<file path="src/rtl/cholesky_factorization_core_assert.svh">
// Assertion macros for the Cholesky factorization core.
`ifndef CHOLESKY_FACTORIZATION_CORE_ASSERT_SVH
`define CHOLESKY_FACTORIZATION_CORE_ASSERT_SVH
`ifndef SYNTHESIS
`define CHF_ASSERT_IMPL(label, ante, cons) \
    label: assert property (@(posedge clk) disable iff (!rst_n) (ante) |-> (cons)) \
        else $error("assertion failed");
`define CHF_ASSERT_NEXT(label, ante, cons) \
    label: assert property (@(posedge clk) disable iff (!rst_n) (ante) |=> (cons)) \
        else $error("assertion failed");
`else
`define CHF_ASSERT_IMPL(label, ante, cons)
`define CHF_ASSERT_NEXT(label, ante, cons)
`endif
`endif

</file>
<file path="src/rtl/chf_pkg.sv">
// Shared types and constants of the Cholesky factorization core.
package chf_pkg;
    localparam int MAX_ORDER = 8;
    localparam int IDX_BITS = 3;
    localparam int ADDR_BITS = 6;
    localparam logic [3:0] ORDER_RESET = 4'd4;

    typedef enum logic [2:0]
    {
        OP_NONE = 3'd0,
        OP_LOAD = 3'd1,
        OP_MAC  = 3'd2,
        OP_DIV  = 3'd3,
        OP_SQRT = 3'd4,
        OP_EMIT = 3'd5
    } dp_op_t;

    typedef struct packed
    {
        dp_op_t               op;
        logic [IDX_BITS-1:0]  i;
        logic [IDX_BITS-1:0]  j;
        logic [IDX_BITS-1:0]  k;
        logic                 first;
        logic                 last;
    } dp_cmd_t;

    typedef struct packed
    {
        logic done;
        logic out_full;
    } dp_status_t;
endpackage

</file>
<file path="src/rtl/chf_controller.sv">
// Controller: load counting and sequencing of the factorization and output.
module chf_controller
    import chf_pkg::*;
(
    input  logic        clk,
    input  logic        rst_n,
    input  logic        cfg_we,
    input  logic [3:0]  cfg_data,
    input  logic        in_valid,
    output logic        in_ready,
    output logic        store_en,
    output logic [IDX_BITS-1:0] ld_row,
    output logic [IDX_BITS-1:0] ld_col,
    input  dp_status_t  status,
    output dp_cmd_t     cmd,
    output logic        cmd_valid
);
    typedef enum logic [3:0]
    {
        ST_LOAD = 4'b0001,
        ST_CALC = 4'b0010,
        ST_EMIT = 4'b0100,
        ST_WAIT = 4'b1000
    } state_t;

    state_t state_reg, state_next;
    logic [3:0] order_reg;
    logic [3:0] n;
    logic [3:0] r_reg, c_reg;
    logic [3:0] i_reg, j_reg, k_reg;
    logic [3:0] i_next, j_next, k_next;
    logic       step_done;
    logic       last_load;

    always_comb
    begin
        n = order_reg;
        if (n == 4'd0) n = 4'd1;
        if (n > 4'd8) n = 4'd8;
    end

    assign in_ready = (state_reg == ST_LOAD) && !cfg_we;
    assign store_en = in_valid && in_ready && (c_reg <= r_reg);
    assign ld_row = r_reg[2:0];
    assign ld_col = c_reg[2:0];
    assign last_load = (r_reg == n - 4'd1) && (c_reg == n - 4'd1);

    always_comb
    begin
        cmd.i = i_reg[2:0];
        cmd.j = j_reg[2:0];
        cmd.k = k_reg[2:0];
        cmd.first = (k_reg == 4'd0);
        cmd.last = (i_reg == n - 4'd1) && (k_reg == n - 4'd1);
        cmd.op = OP_NONE;
        if (state_reg == ST_CALC)
        begin
            if (k_reg < j_reg) cmd.op = OP_MAC;
            else cmd.op = (i_reg == j_reg) ? OP_SQRT : OP_DIV;
        end
        else if (state_reg == ST_EMIT)
            cmd.op = OP_EMIT;
        if (state_reg == ST_EMIT)
        begin
            cmd.j = i_reg[2:0];
            cmd.first = 1'b0;
        end
    end

    assign cmd_valid = (state_reg == ST_CALC) || (state_reg == ST_EMIT && !status.out_full);
    assign step_done = status.done;

    always_comb
    begin
        state_next = state_reg;
        i_next = i_reg;
        j_next = j_reg;
        k_next = k_reg;
        unique case (state_reg)
            ST_LOAD:
                if (in_valid && in_ready && last_load)
                begin
                    state_next = ST_CALC;
                    i_next = '0;
                    j_next = '0;
                    k_next = '0;
                end
            ST_CALC:
                if (step_done)
                begin
                    if (k_reg < j_reg && !(k_reg == j_reg - 4'd1 && 1'b0))
                        k_next = k_reg + 4'd1;
                    else if (j_reg < i_reg)
                    begin
                        j_next = j_reg + 4'd1;
                        k_next = '0;
                    end
                    else if (i_reg < n - 4'd1)
                    begin
                        i_next = i_reg + 4'd1;
                        j_next = '0;
                        k_next = '0;
                    end
                    else
                    begin
                        state_next = ST_EMIT;
                        i_next = '0;
                        k_next = '0;
                    end
                end
            ST_EMIT:
                if (step_done)
                begin
                    if (k_reg < n - 4'd1)
                        k_next = k_reg + 4'd1;
                    else if (i_reg < n - 4'd1)
                    begin
                        i_next = i_reg + 4'd1;
                        k_next = '0;
                    end
                    else
                        state_next = ST_WAIT;
                end
            ST_WAIT:
                if (!status.out_full)
                    state_next = ST_LOAD;
            default: state_next = ST_LOAD;
        endcase
    end

    always_ff @(posedge clk or negedge rst_n)
    begin
        if (!rst_n)
        begin
            state_reg <= ST_LOAD;
            order_reg <= ORDER_RESET;
            r_reg <= '0;
            c_reg <= '0;
            i_reg <= '0;
            j_reg <= '0;
            k_reg <= '0;
        end
        else
        begin
            state_reg <= state_next;
            i_reg <= i_next;
            j_reg <= j_next;
            k_reg <= k_next;
            if (cfg_we)
            begin
                order_reg <= cfg_data;
                r_reg <= '0;
                c_reg <= '0;
            end
            else if (in_valid && in_ready)
            begin
                if (last_load)
                begin
                    r_reg <= '0;
                    c_reg <= '0;
                end
                else if (c_reg == n - 4'd1)
                begin
                    r_reg <= r_reg + 4'd1;
                    c_reg <= '0;
                end
                else
                    c_reg <= c_reg + 4'd1;
            end
        end
    end
endmodule

</file>
<file path="config.mk">
export PLATFORM = sky130hd
export DESIGN_NAME = chf_controller
export DESIGN_NICKNAME = d
export VERILOG_FILES = /design/src/rtl/cholesky_factorization_core_assert.svh /design/src/rtl/chf_pkg.sv /design/src/rtl/chf_controller.sv
export SDC_FILE = /design/constraint.sdc
export NUM_CORES = 1
export LEC_CHECK = 0
export BUFFER_PORTS_ARGS = -buffer_cell sky130_fd_sc_hd__buf_2
export CORE_AREA = 10 10 107 61
export DETAILED_ROUTE_END_ITERATION = 10
export DIE_AREA = 0 0 117 71
export GPL_TIMING_DRIVEN = 0
export MAX_ROUTING_LAYER = met4
export PLACE_DENSITY_LB_ADDON = 0.05
export SLEW_MARGIN = 15
export SYNTH_ARGS = -nofsm -noshare
export SYNTH_HDL_FRONTEND = slang
export SYNTH_SLANG_ARGS = --single-unit
</file>
<file path="constraint.sdc">
create_clock -name clk -period 3 [get_ports clk]
set_input_delay 0.15 -clock clk [delete_from_list [all_inputs] [get_ports clk]]
set_output_delay 0.15 -clock clk [all_outputs]
set_load 0.1 [all_outputs]
</file>
# Yosys cells after proc, flatten, opt, wreduce, memory -nomap -nowiden
# Index checks and enable logic that the tools add are counted.
# totals
regBits	28
in_bits	10
out_inout_bits	23
wordCells	106
# classes
addsub	6
n_lt_le_gt_ge	6
n_eq_ne	21
mux	45
reduce_logical	21
# op_table
operator	n
$mux 4	35
$pmux 4 s3	2
$add 4x1->4 const B	5
$eq 4x4->1	5
$lt 4x4->1	4
$ne 2x2->1 const B	8
$pmux 4 s4	1
$mux 3	5
$reduce_and 5->1	2
$reduce_and 9->1	1
$logic_not 4->1	2
$pmux 4 s2	1
$reduce_and 8->1	1
$logic_and 1x1->1	7
$ne 3x1->1 const B	2
$reduce_bool 3->1	2
$eq 4x1->1 const B	1
$eq 4x2->1 const B	1
$eq 4x3->1 const B	1
$eq 4x4->1 const B	1
$gt 4x4->1 const B	1
$le 4x4->1	1
$ne 2x1->1 const B	2
$reduce_bool 2->1	2
5 further kinds	6

# Depth between registers and ports, before layout
# Gate-level depths: netlist of the first run.
# logic_depth
depth_word	11
ltp_mapped	14
ltp_nobuf	13

# Least setup slack after synthesis of the first run
# No wires, ideal clock.
# synth_path
path_kind	register -> output
from	register state_reg[0]
to	output port cmd[1] (netlist name)
arrival_ns	3.858
t_required_ns	2.850
slack_ns	-1.008
path_stages_with_launch	4
path_buffers	1
cell_sequence	dfstp_2 buf_2 nor4b_2 nor4b_1
# synth_rtl
item	line	rtl
start, declared	chf_controller.sv:26	state_t state_reg, state_next;
start signal, assigned	chf_controller.sv:145	state_reg <= state_next;
end, declared	chf_controller.sv:15	output dp_cmd_t cmd,

# Worst setup path after layout of the first run
# layout_path
from	register order_reg[2]
to	register state_reg[2]
# layout_via
elab_chain_len	10
word_cells_on_any_way	16
classes_between	add/sub (1); order compare (3); eq/ne (6); mux (2); reduce/logical (4)
# layout_lines
item	line	rtl
start, declared	chf_controller.sv:27	logic [3:0] order_reg;
start signal, assigned	chf_controller.sv:151	order_reg <= cfg_data;
$logic_not 4->1	chf_controller.sv:38	if (n == 4'd0) n = 4'd1;
$mux 4 *	chf_controller.sv:38	
$gt 4x4->1	chf_controller.sv:39	if (n > 4'd8) n = 4'd8;
$mux 4 *	chf_controller.sv:39	
$sub 4x1->4 *	-	
parallel branches: the longest is 4 deep, another holds $lt 4x4->1	-	
$reduce_and 9->1 (no line) *	-	
# Mark *: on every way between the ends.
# A chain may end at the register's enable or synchronous reset.

==> results of run 1 <==
==> stage by stage <==
step	worst slack [ps]	utilization	hold WS, ps	instance area, um^2
floorplan	-22.5	-	-146	2430
global placement	-305	0.562	233	2660
detailed placement	-251	0.562	225	2660
CTS	9.23	0.594	89.0	2810
global route	-44.5	0.605	94.0	2860
finish	101	0.605	94.3	2860
==> kinds of logic after synthesis <==
family / Yosys count
mux: 8
xor+xnor: 9
compound gates: 61
buf+inv: 40
other cells: 1
simple gates: 95
flops: 28
fa+ha+maj: 26
==> power by group through the flow <==
stage / Combinational [uW] / Clock (uW) / Sequential [uW]
after floorplan: 560 / 0 / 446
after global placement: 656 / 0 / 459
after detailed placement: 662 / 0 / 459
after CTS: 697 / 315 / 455
after global routing: 764 / 325 / 462
final: 708 / 301 / 456
==> cells in the mapped netlist (2+ instances only) <==
library cell,instances,area share
a21o_1,2,0.0063
a21oi_1,6,0.013
a22o_1,2,0.0073
and2_1,4,0.010
buf_2,2,0.0042
buf_4,13,0.041
buf_6,2,0.0094
clkbuf_1,3,0.0047
dfrtp_1,26,0.27
dfstp_2,2,0.022
ha_1,26,0.14
inv_1,20,0.031
mux2_2,5,0.024
mux2i_1,2,0.0084
nand2_1,18,0.028
nand2b_1,8,0.021
nand3_1,7,0.015
nand3b_1,3,0.0094
nand4_1,4,0.010
nor2_1,24,0.038
nor2b_1,4,0.010
nor3_1,2,0.0042
nor4b_1,2,0.0073
o2111ai_1,2,0.0073
o211ai_1,2,0.0063
o21ai_0,29,0.061
o31ai_1,4,0.013
or2_2,3,0.0079
xnor2_1,5,0.018
xor2_1,3,0.011
==> path summary, 6_finish.rpt <==
kind                       cells past startpoint  slack [ps]      endpoint
setup reg to reg                              13         100  state_reg[2]
max in group asynchronous                      2        2150      c_reg[1]
min in group asynchronous                      2         420      j_reg[0]
hold / removal                                 2          90  order_reg[1]
setup / recovery                              13         100  state_reg[2]
hold reg to reg                                1         520      r_reg[3]
==> per-layer routing <==
layer / routed length (um) / up-vias
met5: 0 / -
met4: 36 / 0
met3: 385 / 4
met2: 2180 / 53
met1: 3270 / 908
li1: - / 1030
==> final cells by class <==
| cell class | count | area (um^2) |
|---|---|---|
| Clock inverter | 1 | 30.0 |
| Clock buffer | 3 | 41.3 |
| Timing Repair Buffer | 41 | 233 |
| Inverter | 20 | 75.1 |
| Fill cell | 431 | 1870 |
| Multi-Input combinational cell | 201 | 1580 |
| Buffer | 19 | 130 |
| Tap cell | 60 | 75.1 |
| Sequential cell | 28 | 703 |
==> worst register-to-register path: cells and delay by family (launching register included) <==
kind	cells	cell delay (ps)
AO/OA/AOI/OAI	3	610
adder cells (fa/ha/maj)	2	540
buffers and inverters	2	220
flip-flops	1	570
multiplexers	1	350
AND/OR/NAND/NOR	5	510
==> timing repair <==
item                                   in CTS  in global routing
resized for setup                           7                 10
endpoints found under the hold margin      26                  0
setup endpoints to repair                  11                  9
setup buffers                               5                  4
hold buffers                                1                  0
pin swaps                                   7                 10
==> impl_metrics.toml, run 1 <==
[status]
outcome = "completed"

[detailed_routing]
drt-initial-drc-count = 103
drt-wirelength-per-cell_um = 15.7
final_antenna_net_count = 0
viasPerCell = 5.35
drt-total-wl_um = 5870
firstDrtPassIters = 4
num_vias = 1995
drc = 0

[synth]
synth_compound_area_frac = 0.170
synth_top_family_by_area = "simple AND/OR/NAND/NOR gates"
ys_types = 63
synthXorXnorAreaFrac = 0.0388
synthCells = 268
seq_area_frac_synth = 0.295
syn_avg_cell_area_um2 = 8.90
synthMuxAreaShare = 0.0383
synth-main-ff-cell = "dfrtp_1"
yosysWarnings = 0
synth-seq-cells = 28
mappedNetlistArea_um2 = 2380
synth-simple-area-share = 0.229
synthAdderAreaFrac = 0.136
async_reset_ff_frac = 1.00
synth_edf_count = 0

[global_routing]
grt_pass1_vias = 1889
grt_usage = 0.148
grt_pass1_wl_um = 9650
use_met3 = 0.0337
grtUsageMet2 = 0.185
grt.overflow.total = 0
grt_antenna_before_repair = 0
busiest_layer = "met1"
grt_max_degree = 29
met1_usage = 0.232

[pwr]
power.share.clock = 0.205
irDropWorstVdd_mv = 0.280
intPower_uw = 839
p_total_uw = 1470
p_leak_uw = 0.00137
combPwrFrac = 0.483
p_per_area_nw_per_um2 = 512
p_sw_frac = 0.427
p_sw_uw = 626
p_seq_frac = 0.311

[sta]
hold_viol = 0
finalCritPeriodShare = 0.966
setup_viol = 0
slew_headroom = 0.321
max_freq_mhz = 345
finalSetupTns_ps = 0
worstMarginPinSlew_ps = 1020
finalClockSkew_ps = 6.93
grt_setup_unrepaired = "yes"
maxSlewViolCount = 0
finalCriticalPeriod_ps = 2900

[clocking]
cts_buffer_depth = 2
clock_latency_ps = 280
cts_tree = "done"
numCtsBuffers = 3
root_buffer = "clkbuf_8"
cts-htree-levels = 1
clk_pin_slew_ps = 100
clock-sinks = 28

[layout]
final_common_cell = "buf_2"
antenna_cells = 0
finalNetCount = 350
areaGrowthSynthToFinish_pct = 20.0
stdcell_count = 373
layout_common_cells = "buf_2 (33), dfrtp_1 (26), ha_1 (25)"
drive_gt1_frac = 0.319

[floorplan]
die_width_um = 117
core_um2 = 4730
floorplan.die_area_um2 = 8310
initial_utilization = 0.504
core.rowCount = 18
fp.dieH_um = 71
io_pins = 33

[worst_hold_path]
hold_class = "input pin to flop"
hp-start = "cfg_data[1]"

[worst_setup_path]
crit-reg2reg-launch = "order_reg[2]"
crit_start = "order_reg[2]"
critPathMostFrequentCell = "nor2_2"
slowest_delay_ps = 570
crit_required_ps = 3170
path_delay_family = "compound AO/OA/AOI/OAI gates"
crit_chain = "o21ba_4 > nor2_4 > inv_2 > ha_4 > ha_1 > nand2b_1 > a21oi_2 > nor2_2 > buf_4 > a31oi_2 > nand3_1 > nor2_2 > mux2_2"
crit_type = "flop to flop"
crit_buf_inv = 2
worstSetupEndpointType = "flop"
path_max_fanout = 4
critPathSlowestCell = "dfstp_2"
cp.arrival_ps = 3070
start_kind = "flop"

[flow_run]
max-cap-violations = 0

[placement]
dpl.hpwl_um = 4580
post-place-cells = 360
io_buffers = 31
place_congestion = 0.878
Note: power is estimated with default switching activity, not from simulation.
==> run 2: changes to the inputs <==
Settings changed: ABC_AREA set to 1.
==> run 2 against run 1 <==
Register-to-register slack better by 100 ps; sequential share of layout area is 0.91 points higher; synthesized cell count is 18% higher; combinational power is 4.9% higher; wire length is 1.2% lower; non-clock buffer count is 12 lower; die area stayed put; area after synthesis is 1.4% higher; sequential power is 3% higher; critical path depth stayed put; flip-flop and latch count stayed put; clock power is 20% lower; critical endpoint is now state_reg[3]; largest cell class unchanged; largest power group unchanged; highest routed layer unchanged.
==> impl_metrics.toml, run 2 <==
[clocking]
clk_pin_slew_ps = 100
cts_buffer_depth = 2
cts-htree-levels = 1
root_buffer = "clkbuf_8"
numCtsBuffers = 3
cts_tree = "done"
clock-sinks = 28
post_cts_buffers = 0
clock_latency_ps = 280

[status]
outcome = "completed"

[global_routing]
grt_pass1_wl_um = 9590
grt_max_degree = 29
grt_usage = 0.148
grt_pass1_vias = 1875
grt_antenna_before_repair = 0
grt.overflow.total = 0

[worst_setup_path]
start_kind = "flop"
crit_required_ps = 3200
worstSetupEndpointType = "flop"
path_max_fanout = 4
crit_type = "flop to flop"
cp.arrival_ps = 3000

[floorplan]
die_width_um = 117
core_um2 = 4730
initial_utilization = 0.511
io_pins = 33
fp.dieH_um = 71
floorplan.die_area_um2 = 8310
core.rowCount = 18

[layout]
final_common_cell = "nand2_1"
finalNetCount = 391
fin_util = 0.584
areaGrowthSynthToFinish_pct = 14.1
drive_gt1_frac = 0.243
layout_common_cells = "nand2_1 (70), inv_1 (40), buf_2 (33)"
antenna_cells = 0
final_area_um2 = 2760

[synth]
ys_types = 40
ys_top_cells_by_area = "dfrtp_1 (27%), ha_1 (13%), nand2_1 (11%), inv_1 (6.2%), o21ai_0 (5.0%)"
seq_area_frac_synth = 0.291
synth_top_area_frac = 0.269
mappedNetlistArea_um2 = 2420
synthCells = 316
yosysMostFrequentCell = "nand2_1"
async_reset_ff_frac = 1.00
synth-seq-cells = 28
synth_edf_count = 0
yosys.area.top_type = "dfrtp_1"
netlist_top_cells_count = "nand2_1 (71), inv_1 (40), dfrtp_1 (26), ha_1 (26), o21ai_0 (24)"
synth-main-ff-cell = "dfrtp_1"
syn_avg_cell_area_um2 = 7.65
yosysWarnings = 0

[sta]
finalCritPeriodShare = 0.932
maxSlewViolCount = 0
setup_viol = 0
max_freq_mhz = 358
grt_setup_unrepaired = "no"
worstMarginPinSlew_ps = 639
finalCriticalPeriod_ps = 2800
slew_headroom = 0.574
holdWs_ps = 69.4
hold_viol = 0
finalClockSkew_ps = 7.19

[detailed_routing]
num_vias = 2113
firstDrtPassIters = 4
drc = 0
final_antenna_net_count = 0
drt-total-wl_um = 5790
drt-wirelength-per-cell_um = 14.0
drt-initial-drc-count = 124
viasPerCell = 5.10

[pwr]
p_leak_uw = 0.00144
p_per_area_nw_per_um2 = 527
p_total_uw = 1450
irDropWorstVdd_mv = 0.268

[placement]
dpl.hpwl_um = 4720
place_congestion = 0.906
dpl-instance-area_um2 = 2670
io_buffers = 32

[worst_hold_path]
hold_class = "input pin to flop"

[flow_run]
max-cap-violations = 0
==> run 2: changes by cell type after synthesis, sizes merged, moves of 8 or more <==
cell,change
inv,+25
nand2,+56
nand2b,-8
nand3,+20
==> run 2: metal layers <==
layer  part of all wire  vias up  global-route usage
li1                   -     1106                   -
met1               0.58      959               0.236
met2               0.37       46               0.186
met3              0.046        2              0.0278
met4             0.0035        0              0.0163
met5                  0        -                   -
==> run 2: cell families after synthesis <==
| group | count (synthesis) | synth area share |
|---|---|---|
| adder cells (fa/ha/maj) | 26 | 0.135 |
| AND/OR/NAND/NOR | 138 | 0.297 |
| AO/OA/AOI/OAI | 51 | 0.121 |
| buffers and inverters | 61 | 0.114 |
| multiplexers | 1 | 0.00466 |
| XOR/XNOR | 10 | 0.0362 |
| other | 1 | 0.00155 |
| flip-flops | 28 | 0.291 |
==> run 2: cell type report <==
type / count / area [um^2]
plain buffers: 15 / 103
flip-flops and latches: 28 / 703
well taps: 60 / 75.1
clock buffers: 4 / 55.1
repair buffers: 33 / 170
fillers: 467 / 1970
multi-input cells: 228 / 1480
inverters: 46 / 174
==> run 2: where the power goes <==
group | switching [uW] | leakage (uW) | internal, uW
clock network | 124 | 0.0000288 | 118
registers | 56.2 | 0.000376 | 413
logic | 533 | 0.00104 | 209
==> run 2: path summary, 6_finish.rpt <==
path / depth (start not counted) / endpoint / startpoint / slack (ps)
worst min-delay path: 3 / order_reg[0] / cfg_data[0] / 70
min in group asynchronous: 2 / j_reg[0] / rst_n / 410
worst max-delay path: 13 / state_reg[3] / order_reg[2] / 200
worst max register to register: 13 / state_reg[3] / order_reg[2] / 200
max in group asynchronous: 2 / state_reg[1] / rst_n / 2160
worst min register to register: 2 / state_reg[1] / state_reg[1] / 550
==> run 2: critical path: stages, from the launching register on <==
cell	delay, ps
dfstp_2	600
nor3_1	60
o21ai_0	190
ha_1	200
o21bai_4	130
nand2_2	100
ha_1	280
nand2_1	60
or2_2	320
nand3_1	110
nand2_1	160
nor2_2	220
nand4_4	140
o21ai_1	160
==> run 2: through the flow <==
stage,setup TNS (ps),instances,setup WS (ps)
floorplan,-520,317,-130
global placement,0,409,189
detailed placement,0,409,176
CTS,0,414,152
global route,0,414,20.8
finish,0,414,204
==> run 2: what timing repair did <==
action                                 CTS  global route
endpoints found under the hold margin   26             0
resized for setup                        0             5
hold buffers                             1             0
setup endpoints to repair                0            11
